<file path="config.mk">
export PLATFORM = sky130hd
export DESIGN_NAME = arp_cache_responder
export DESIGN_NICKNAME = d
export VERILOG_FILES = /design/src/rtl/arpc_pkg.sv /design/src/rtl/arpc_ctrl.sv /design/src/rtl/arpc_dp.sv /design/src/rtl/arp_cache_responder.sv
export SDC_FILE = /design/constraint.sdc
export NUM_CORES = 2
export LEC_CHECK = 0
export BUFFER_PORTS_ARGS = -buffer_cell sky130_fd_sc_hd__clkbuf_2
export CORE_ASPECT_RATIO = 0.75
export CORE_MARGIN = 2
export CORE_UTILIZATION = 41
export CTS_CLUSTER_SIZE = 40
export DETAILED_ROUTE_END_ITERATION = 10
export GPL_TIMING_DRIVEN = 0
export SLEW_MARGIN = 20
export SYNTH_ARGS = -nofsm -noshare
export SYNTH_HDL_FRONTEND = slang
export SYNTH_SLANG_ARGS = --single-unit
</file>
<file path="constraint.sdc">
create_clock -name clk -period 57.8 [get_ports clk]
set_input_delay 2.89 -clock clk [delete_from_list [all_inputs] [get_ports clk]]
set_output_delay 2.89 -clock clk [all_outputs]
set_load 0.02 [all_outputs]
</file>
<file path="src/rtl/arpc_pkg.sv">
// ---------------------------------------------------------------------------
// ARP cache package
// Shared codes, constants and control structs of the ARP cache responder.
// ---------------------------------------------------------------------------
`default_nettype none

package arpc_pkg;

  // Field widths; IP, MAC and opcode widths are fixed by the ARP and Ethernet formats
  localparam int IP_W     = 32;
  localparam int MAC_W    = 48;
  localparam int OPCODE_W = 16;
  localparam int ACTION_W = 3;
  localparam int AOP_W    = 2;

  // Received opcodes
  localparam logic [OPCODE_W-1:0] OP_REQUEST = 16'd1;
  localparam logic [OPCODE_W-1:0] OP_REPLY   = 16'd2;

  // Outgoing opcodes
  localparam logic [AOP_W-1:0] AOP_NONE    = 2'd0;
  localparam logic [AOP_W-1:0] AOP_REQUEST = 2'd1;
  localparam logic [AOP_W-1:0] AOP_REPLY   = 2'd2;

  // Action codes
  localparam logic [ACTION_W-1:0] ACT_IGNORED = 3'd0;
  localparam logic [ACTION_W-1:0] ACT_HANDLED = 3'd1;
  localparam logic [ACTION_W-1:0] ACT_REPLY   = 3'd2;
  localparam logic [ACTION_W-1:0] ACT_HIT     = 3'd3;
  localparam logic [ACTION_W-1:0] ACT_MISS    = 3'd4;
  localparam logic [ACTION_W-1:0] ACT_BCAST   = 3'd5;

  // Broadcast addresses
  localparam logic [IP_W-1:0]  BCAST_IP  = {4{8'hFF}};
  localparam logic [MAC_W-1:0] BCAST_MAC = {6{8'hFF}};

  // Controller to datapath
  typedef struct packed {
    logic load;      // capture the input transaction
    logic scan;      // step the table scan
    logic out_load;  // register the result (and insert on a learn miss)
  } cmd_t;

  // Datapath to controller
  typedef struct packed {
    logic needs_scan;  // transaction needs a table lookup
    logic match;       // compared entry equals the key
    logic exhausted;   // all valid entries compared, no match
  } stat_t;

  // One result transaction
  typedef struct packed {
    logic [ACTION_W-1:0] action;
    logic [MAC_W-1:0]    frame_dst_mac;
    logic [AOP_W-1:0]    arp_opcode;
    logic [IP_W-1:0]     arp_sender_ip;
    logic [MAC_W-1:0]    arp_target_mac;
    logic [IP_W-1:0]     arp_target_ip;
    logic [MAC_W-1:0]    resolved_mac;
    logic                learned;
    logic                table_full;
  } res_t;

endpackage

`default_nettype wire

</file>
<file path="src/rtl/arpc_ctrl.sv">
// ---------------------------------------------------------------------------
// ARP cache controller
// Sequences capture, table scan and result strobe of one transaction.
// ---------------------------------------------------------------------------
`default_nettype none

module arpc_ctrl (
  input  wire logic           clk,
  input  wire logic           rst,
  input  wire logic           start,
  input  arpc_pkg::stat_t     stat,
  output arpc_pkg::cmd_t      cmd,
  output logic                busy,
  output logic                done
);
  import arpc_pkg::*;

  typedef enum logic [1:0] {
    IDLE,
    DECIDE,
    SCAN
  } state_t;

  state_t state;
  state_t state_next;

  // Commands and next state
  always_comb begin
    cmd        = '0;
    state_next = state;
    case (state)
      IDLE: begin
        if (start) begin
          cmd.load   = 1'b1;
          state_next = DECIDE;
        end
      end
      DECIDE: begin
        if (stat.needs_scan) begin
          state_next = SCAN;
        end else begin
          cmd.out_load = 1'b1;
          state_next   = IDLE;
        end
      end
      SCAN: begin
        cmd.scan = 1'b1;
        if (stat.match || stat.exhausted) begin
          cmd.out_load = 1'b1;
          state_next   = IDLE;
        end
      end
      default: begin
        state_next = IDLE;
      end
    endcase
  end

  assign busy = (state != IDLE);

  // State and result strobe
  always_ff @(posedge clk) begin
    if (rst) begin
      state <= IDLE;
      done  <= 1'b0;
    end else begin
      state <= state_next;
      done  <= cmd.out_load;
    end
  end

endmodule

`default_nettype wire

</file>
<file path="src/rtl/arpc_dp.sv">
// ---------------------------------------------------------------------------
// ARP cache datapath
// Input capture, cache table with sequential scan, insert and result build.
// ---------------------------------------------------------------------------
`default_nettype none

module arpc_dp #(
  parameter int TABLE_ENTRIES = 16
) (
  input  wire logic                         clk,
  input  wire logic                         rst,
  input  arpc_pkg::cmd_t                    cmd,
  output arpc_pkg::stat_t                   stat,
  input  wire logic [arpc_pkg::IP_W-1:0]    own_ip,
  input  wire logic                         mode,
  input  wire logic [arpc_pkg::OPCODE_W-1:0] opcode,
  input  wire logic [arpc_pkg::MAC_W-1:0]   sender_mac,
  input  wire logic [arpc_pkg::IP_W-1:0]    sender_ip,
  input  wire logic [arpc_pkg::IP_W-1:0]    target_ip,
  output arpc_pkg::res_t                    res
);
  import arpc_pkg::*;

  localparam int CNT_W = $clog2(TABLE_ENTRIES + 1);
  localparam int IDX_W = (TABLE_ENTRIES > 1) ? $clog2(TABLE_ENTRIES) : 1;
  localparam logic [CNT_W-1:0] FULL_CNT = CNT_W'(TABLE_ENTRIES);

  // Captured transaction
  logic                in_mode;
  logic [OPCODE_W-1:0] in_opcode;
  logic [MAC_W-1:0]    in_smac;
  logic [IP_W-1:0]     in_sip;
  logic [IP_W-1:0]     in_tip;

  // Table storage and scan
  logic [IP_W-1:0]  ip_mem  [TABLE_ENTRIES];
  logic [MAC_W-1:0] mac_mem [TABLE_ENTRIES];
  logic [IP_W-1:0]  rd_ip;
  logic [MAC_W-1:0] rd_mac;
  logic [CNT_W-1:0] rd_idx;
  logic             cmp_vld;
  logic [CNT_W-1:0] entry_count;

  logic [IP_W-1:0]  key;
  logic             rd_en;
  logic             tbl_full;
  logic             tip_own;
  logic             tip_bcast;
  logic             needs_scan;
  logic             insert_ok;
  logic             mem_we;
  res_t             res_next;

  // Input capture
  always_ff @(posedge clk) begin
    if (cmd.load) begin
      in_mode   <= mode;
      in_opcode <= opcode;
      in_smac   <= sender_mac;
      in_sip    <= sender_ip;
      in_tip    <= target_ip;
    end
  end

  // Learning keys on the sender IP, resolving on the target IP
  assign key       = in_mode ? in_tip : in_sip;
  assign tip_own   = (in_tip == own_ip);
  assign tip_bcast = (in_tip == BCAST_IP);
  assign tbl_full  = (entry_count >= FULL_CNT);

  // Which transactions look up the table
  always_comb begin
    needs_scan = 1'b0;
    if (in_mode) begin
      needs_scan = !tip_bcast;
    end else begin
      case (in_opcode)
        OP_REQUEST: needs_scan = tip_own;
        OP_REPLY:   needs_scan = 1'b1;
        default:    needs_scan = 1'b0;
      endcase
    end
  end

  assign stat.needs_scan = needs_scan;

  // Scan status: one entry read per cycle, compared in the next
  assign rd_en          = cmd.scan && (rd_idx < entry_count);
  assign stat.match     = cmp_vld && (rd_ip == key);
  assign stat.exhausted = !cmp_vld && (rd_idx >= entry_count);

  // Insert only at the end of a learning scan, never on a skipped transaction
  assign insert_ok = stat.exhausted && !tbl_full;
  assign mem_we    = cmd.scan && cmd.out_load && !in_mode && insert_ok;

  // Scan pointer
  always_ff @(posedge clk) begin
    if (rst) begin
      rd_idx  <= '0;
      cmp_vld <= 1'b0;
    end else if (cmd.load) begin
      rd_idx  <= '0;
      cmp_vld <= 1'b0;
    end else if (cmd.scan) begin
      cmp_vld <= rd_en;
      if (rd_en) begin
        rd_idx <= rd_idx + CNT_W'(1);
      end
    end
  end

  // Table memory: registered read, write at the fill count
  always_ff @(posedge clk) begin
    if (mem_we) begin
      ip_mem[entry_count[IDX_W-1:0]]  <= key;
      mac_mem[entry_count[IDX_W-1:0]] <= in_smac;
    end
    if (rd_en) begin
      rd_ip  <= ip_mem[rd_idx[IDX_W-1:0]];
      rd_mac <= mac_mem[rd_idx[IDX_W-1:0]];
    end
  end

  // Fill count
  always_ff @(posedge clk) begin
    if (rst) begin
      entry_count <= '0;
    end else if (mem_we) begin
      entry_count <= entry_count + CNT_W'(1);
    end
  end

  // Result build
  always_comb begin
    res_next = '0;
    if (!in_mode) begin
      case (in_opcode)
        OP_REQUEST: begin
          res_next.action = ACT_HANDLED;
          if (tip_own) begin
            res_next.action         = ACT_REPLY;
            res_next.frame_dst_mac  = in_smac;
            res_next.arp_opcode     = AOP_REPLY;
            res_next.arp_sender_ip  = in_tip;
            res_next.arp_target_mac = in_smac;
            res_next.arp_target_ip  = in_sip;
            res_next.learned        = insert_ok;
            res_next.table_full     = stat.exhausted && tbl_full;
          end
        end
        OP_REPLY: begin
          res_next.action     = ACT_HANDLED;
          res_next.learned    = insert_ok;
          res_next.table_full = stat.exhausted && tbl_full;
        end
        default: begin
          res_next.action = ACT_IGNORED;
        end
      endcase
    end else if (tip_bcast) begin
      res_next.action       = ACT_BCAST;
      res_next.resolved_mac = BCAST_MAC;
    end else if (stat.match) begin
      res_next.action       = ACT_HIT;
      res_next.resolved_mac = rd_mac;
    end else begin
      res_next.action        = ACT_MISS;
      res_next.frame_dst_mac = BCAST_MAC;
      res_next.arp_opcode    = AOP_REQUEST;
      res_next.arp_sender_ip = own_ip;
      res_next.arp_target_ip = in_tip;
    end
  end

  // Result register
  always_ff @(posedge clk) begin
    if (cmd.out_load) begin
      res <= res_next;
    end
  end

endmodule

`default_nettype wire

</file>
<file path="src/rtl/arp_cache_responder.sv">
// ---------------------------------------------------------------------------
// ARP cache responder
// ARP cache with responder for received packets and resolver for IP lookups.
// ---------------------------------------------------------------------------
// Usage:
//   A transaction is taken when start is high and busy is low. mode 0 feeds
//   a received ARP packet (opcode, sender_mac, sender_ip, target_ip); mode 1
//   asks to resolve target_ip. Each transaction gives one result, shown for
//   one cycle with done high; the receiver cannot stall it.
//   Transactions that skip the table (ignored, acknowledged, broadcast) go
//   from capture through the decide state straight to the result. A lookup
//   scans the table one entry per cycle from the first entry and stops at
//   a hit; a miss or a new learn scans every filled entry. One transaction
//   is in flight at a time, so the single-ported table scan also sets the
//   spacing between transactions.
//   A new transaction may start in the cycle its predecessor's result shows.
//   Learning appends to the table in the cycle the miss is found; a full
//   table drops the entry and raises table_full.
//   Reset empties the table and clears own_ip and own_mac. own_ip is at
//   address 0, own_mac at address 8 of the APB port; write them while idle.
// ---------------------------------------------------------------------------
`default_nettype none

module arp_cache_responder #(
  parameter int TABLE_ENTRIES = 16
) (
  input  wire logic                          clk,
  input  wire logic                          rst,
  // command channel
  input  wire logic                          start,
  output logic                               busy,
  input  wire logic                          mode,
  input  wire logic [arpc_pkg::OPCODE_W-1:0] opcode,
  input  wire logic [arpc_pkg::MAC_W-1:0]    sender_mac,
  input  wire logic [arpc_pkg::IP_W-1:0]     sender_ip,
  input  wire logic [arpc_pkg::IP_W-1:0]     target_ip,
  // result channel
  output logic                               done,
  output logic [arpc_pkg::ACTION_W-1:0]      action,
  output logic [arpc_pkg::MAC_W-1:0]         frame_dst_mac,
  output logic [arpc_pkg::AOP_W-1:0]         arp_opcode,
  output logic [arpc_pkg::IP_W-1:0]          arp_sender_ip,
  output logic [arpc_pkg::MAC_W-1:0]         arp_target_mac,
  output logic [arpc_pkg::IP_W-1:0]          arp_target_ip,
  output logic [arpc_pkg::MAC_W-1:0]         resolved_mac,
  output logic                               learned,
  output logic                               table_full,
  // configuration port
  input  wire logic                          psel,
  input  wire logic                          penable,
  input  wire logic                          pwrite,
  input  wire logic [3:0]                    paddr,
  input  wire logic [63:0]                   pwdata,
  output logic [63:0]                        prdata,
  output logic                               pready
);
  import arpc_pkg::*;

  localparam logic REG_OWN_IP  = 1'b0;
  localparam logic REG_OWN_MAC = 1'b1;

  logic [IP_W-1:0]  own_ip;
  logic [MAC_W-1:0] own_mac;
  logic             cfg_wr;
  cmd_t             cmd;
  stat_t            stat;
  res_t             res;

  // Configuration registers
  assign pready = 1'b1;
  assign cfg_wr = psel && penable && pwrite && pready;

  always_ff @(posedge clk) begin
    if (rst) begin
      own_ip  <= '0;
      own_mac <= '0;
    end else if (cfg_wr) begin
      case (paddr[3])
        REG_OWN_IP:  own_ip  <= pwdata[IP_W-1:0];
        REG_OWN_MAC: own_mac <= pwdata[MAC_W-1:0];
        default:     own_ip  <= own_ip;
      endcase
    end
  end

  always_comb begin
    case (paddr[3])
      REG_OWN_IP:  prdata = {{(64-IP_W){1'b0}}, own_ip};
      REG_OWN_MAC: prdata = {{(64-MAC_W){1'b0}}, own_mac};
      default:     prdata = '0;
    endcase
  end

  // Controller
  arpc_ctrl u_ctrl (
    .clk   (clk),
    .rst   (rst),
    .start (start),
    .stat  (stat),
    .cmd   (cmd),
    .busy  (busy),
    .done  (done)
  );

  // Datapath
  arpc_dp #(
    .TABLE_ENTRIES (TABLE_ENTRIES)
  ) u_dp (
    .clk        (clk),
    .rst        (rst),
    .cmd        (cmd),
    .stat       (stat),
    .own_ip     (own_ip),
    .mode       (mode),
    .opcode     (opcode),
    .sender_mac (sender_mac),
    .sender_ip  (sender_ip),
    .target_ip  (target_ip),
    .res        (res)
  );

  // Result ports
  assign action         = res.action;
  assign frame_dst_mac  = res.frame_dst_mac;
  assign arp_opcode     = res.arp_opcode;
  assign arp_sender_ip  = res.arp_sender_ip;
  assign arp_target_mac = res.arp_target_mac;
  assign arp_target_ip  = res.arp_target_ip;
  assign resolved_mac   = res.resolved_mac;
  assign learned        = res.learned;
  assign table_full     = res.table_full;

  // Assertions
  a_done_after_busy: assert property (@(posedge clk) disable iff (rst)
    done |-> $past(busy))
    else $error("result strobe without a transaction in progress");

  a_accept_busy: assert property (@(posedge clk) disable iff (rst)
    (start && !busy) |=> busy)
    else $error("accepted transaction did not raise busy");

  a_learn_excl: assert property (@(posedge clk) disable iff (rst)
    done |-> !(learned && table_full))
    else $error("learned and table_full both set");

  a_action_range: assert property (@(posedge clk) disable iff (rst)
    done |-> (action <= ACT_BCAST))
    else $error("action code out of range");

endmodule

`default_nettype wire

</file>
==> impl_results.md <==
* Status: finished clean
* Final hold vios at 0
* Min Tclk post-route at 7.603 ns
* Commonest non-fill, non-tap cells in the layout: edfxtp_1, clkbuf_2, mux4_2
* Synth Area in Simple Gates at 3.305%
* Vias in the first global route at 34,660
* Clk pin slew, worst setup/hold paths at 0.06 ns
* Final net count at 4,225
* Mapped cell area at 67,910 sq um
* Reg area at 53,050 sq um
* Drt first pass iters at 5
* Area share of fa/ha/maj cells after synthesis at 0.2395%
* Overall power at 2659 uW
* Cell Rows at 129
* Initial antenna violation count at 11
* Fraction of registers with async set or reset after synthesis at 0%
* Yosys reg bits at 1,798
* Final WL at 177.8 mm
* Dpl ws at 50.21 ns
* FF-to-FF Start: u_dp.rd_idx[0]
* EDFF count, synth at 1,704
* Initial Utilization at 41.25%
* Residual DRC at 0
* Xor/xnor cell area share of the yosys netlist at 0.9027%
* Longest Clk Path Bufs at 3
* Largest net degree at the start of global routing at 51
* H-tree Lvls at 4
* Via count at 34,601
* Synth warn at 0
* R2R Path End: u_dp.res[117]
* Hpwl dp at 120.7 mm
* Area delta synth->final at 19.61%
* Multi-input logic area at 14,060 sq um
* Register area share after synthesis at 78.11%
* Crit start category: input port
* CTS root buffer: clkbuf_16
* Mux contribution to synthesized area at 14.29%
* Die Y at 356.5 um
* Worst slew pin tran at 1.223 ns
* Gate Count Post-Synth at 3,226
* GRT overflow at 0
* Final Slew Violations at 0
* I/O Buffers at 446
* Critical path origin: paddr[3]
* Global-route wire length before repair at 252.2 mm
* P_leak at 0.02629 uW
* Layout cell share with drive strength beyond 1 at 33.04%
* Clk sinks at 1,798
* Chip width at 474.0 um
* Synth Area in Compound Gates at 1.684%
* Layout filler cell count at 13,340
* Setup TNS at 0 ns
* Normalized max-slew margin at 18.46%
* Tot GR Track Use at 20.97%
* Final worst slack at 50.20 ns
* Maxcap violations at 0
* CP Capture Point: prdata[29]
* CTS resizes at 0
* TritonCTS clock tree: done
* Top FF cell, synth: edfxtp_1
* Fin Clk Skew at 0.03287 ns
* CP max FO at 10
* CTS Buf Count at 178
* Detailed Route Iter0 Violations at 4,092
* RSZ-0062 raised after global routing: false
* Post-CTS Hold Buffers at 0
* Final GP Congestion at 0.9051
* Die Area at 168,900 sq um
* Core Area at 164,600 sq um
* PwrDens at 32.74 nW/um^2
* Clk_lat worst skew at 0.82 ns
* Count of final setup violators at 0
* Syn avg cell area at 21.05 sq um
* Data arrival, critical path at 4.71 ns
* Achievable Freq at 0.1315 GHz
* Netlist cell types at 46
* Util after Layout at 49.34%
* Post-DRT Antenna Nets at 0
* Critical Path RT at 54.91 ns
* Worst Reg2Reg Path Length in Cells at 20
* Setup Crit Path Kind: input port to primary output
* FF-to-FF setup slack at 51.13 ns
* Routed vias/inst at 5.467
* Path category of the worst min-delay check: register to register
* Largest family of logic cells by synthesized area: multiplexers
* Post-CTS Setup Bufs at 0
* Drt wl/cell at 28.10 um
* Peak VDD IR at 31.84 uV
* Most common cell after layout, fill and taps aside: edfxtp_1
* Crit path capture type: primary output
* Period utilization at 13.15%
* I/O pin cnt at 485
-- report_power, final --
part           switching, uW  internal, uW  total (uW)
registers               17.7          1450        1460
clock network            502           625        1130
logic                   47.4          21.5        68.9
-- cells in the mapped netlist (5+ instances only) --
cell	count	area, sq um
edfxtp_1	1704	51170
mux4_2	400	9009
nand2_1	174	653.1
nor2_1	128	480.5
clkbuf_1	109	409.1
dfxtp_1	94	1882
a21oi_1	84	420.4
and2_1	69	431.7
xnor2_1	67	586.8
a22o_1	63	551.8
or2_1	48	300.3
inv_1	46	172.7
buf_1	34	127.6
mux2_2	32	360.4
mux2i_1	32	320.3
nand4_1	22	137.6
buf_4	17	127.6
nor4_1	14	87.58
ha_1	13	162.7
buf_2	12	60.06
buf_6	8	90.09
nand3_1	8	40.04
nor3_1	6	30.03
a21boi_0	5	37.54
nand2b_1	5	31.28
-- cell families (layout without fill, tap and decap cells) --
group	count (synthesis)	count (layout)
other	2	26
adder cells (fa/ha/maj)	13	13
XOR/XNOR	70	70
AND/OR/NAND/NOR	482	482
multiplexers	465	465
flip-flops	1798	1798
buffers and inverters	226	1144
AO/OA/AOI/OAI	170	170
-- stage by stage --
stage          hold slack [ns]  cells  cell area [sq um]
4_1_cts                 0.4510   6320              81180
3_5_place_dp            0.4424   5990              75540
3_3_place_gp            0.4380   5848              72910
6_report                0.4527   6329              81230
5_1_grt                 0.4665   6327              81230
2_1_floorplan           0.4317   3241              67970
-- worst min-delay path by stage --
stage                     start     endpoint  slack [ns]  cells after the start
floorplan           own_mac[32]  own_mac[32]        0.43                      2
global route        own_mac[34]  own_mac[34]        0.47                      2
global placement    own_mac[27]  own_mac[27]        0.44                      2
CTS                 own_mac[47]  own_mac[47]        0.45                      2
finish              own_mac[36]  own_mac[36]        0.45                      2
detailed placement  own_mac[47]  own_mac[47]        0.44                      2
-- sequential cells by signal, summed over array words and instances (netlist names), 16 cells and up --
signal,cells
own_ip,32
own_mac,48
u_dp.in_opcode,16
u_dp.in_sip,32
u_dp.in_smac,48
u_dp.in_tip,32
u_dp.ip_mem,512
u_dp.mac_mem,768
u_dp.rd_ip,32
u_dp.rd_mac,48
u_dp.res,215
-- worst max-delay path, stage by stage --
cell      delay [ns]
clkbuf_1        0.22
clkbuf_1        0.53
clkbuf_1        0.50
mux2_2          0.39
clkbuf_2        0.18
-- metal layers --
layer	share of wire (%)	up-vias	GRT usage [%]
met5	0	-	0
met4	2.2	0	5.348
met3	7.0	241	4.089
met2	48	1354	33.53
met1	42	18373	29.74
li1	-	14633	-
-- cell type report --
cell class | instances | share of cell area (%)
multi-input cells | 1217 | 17.31
clock inverters | 110 | 1.172
flip-flops and latches | 1798 | 65.31
repair buffers | 588 | 5.807
inverters | 46 | 0.2218
well taps | 2161 | 3.329
plain buffers | 180 | 1.057
clock buffers | 220 | 5.773
diodes | 9 | 0.02772
(Power assumes the default switching activity.)
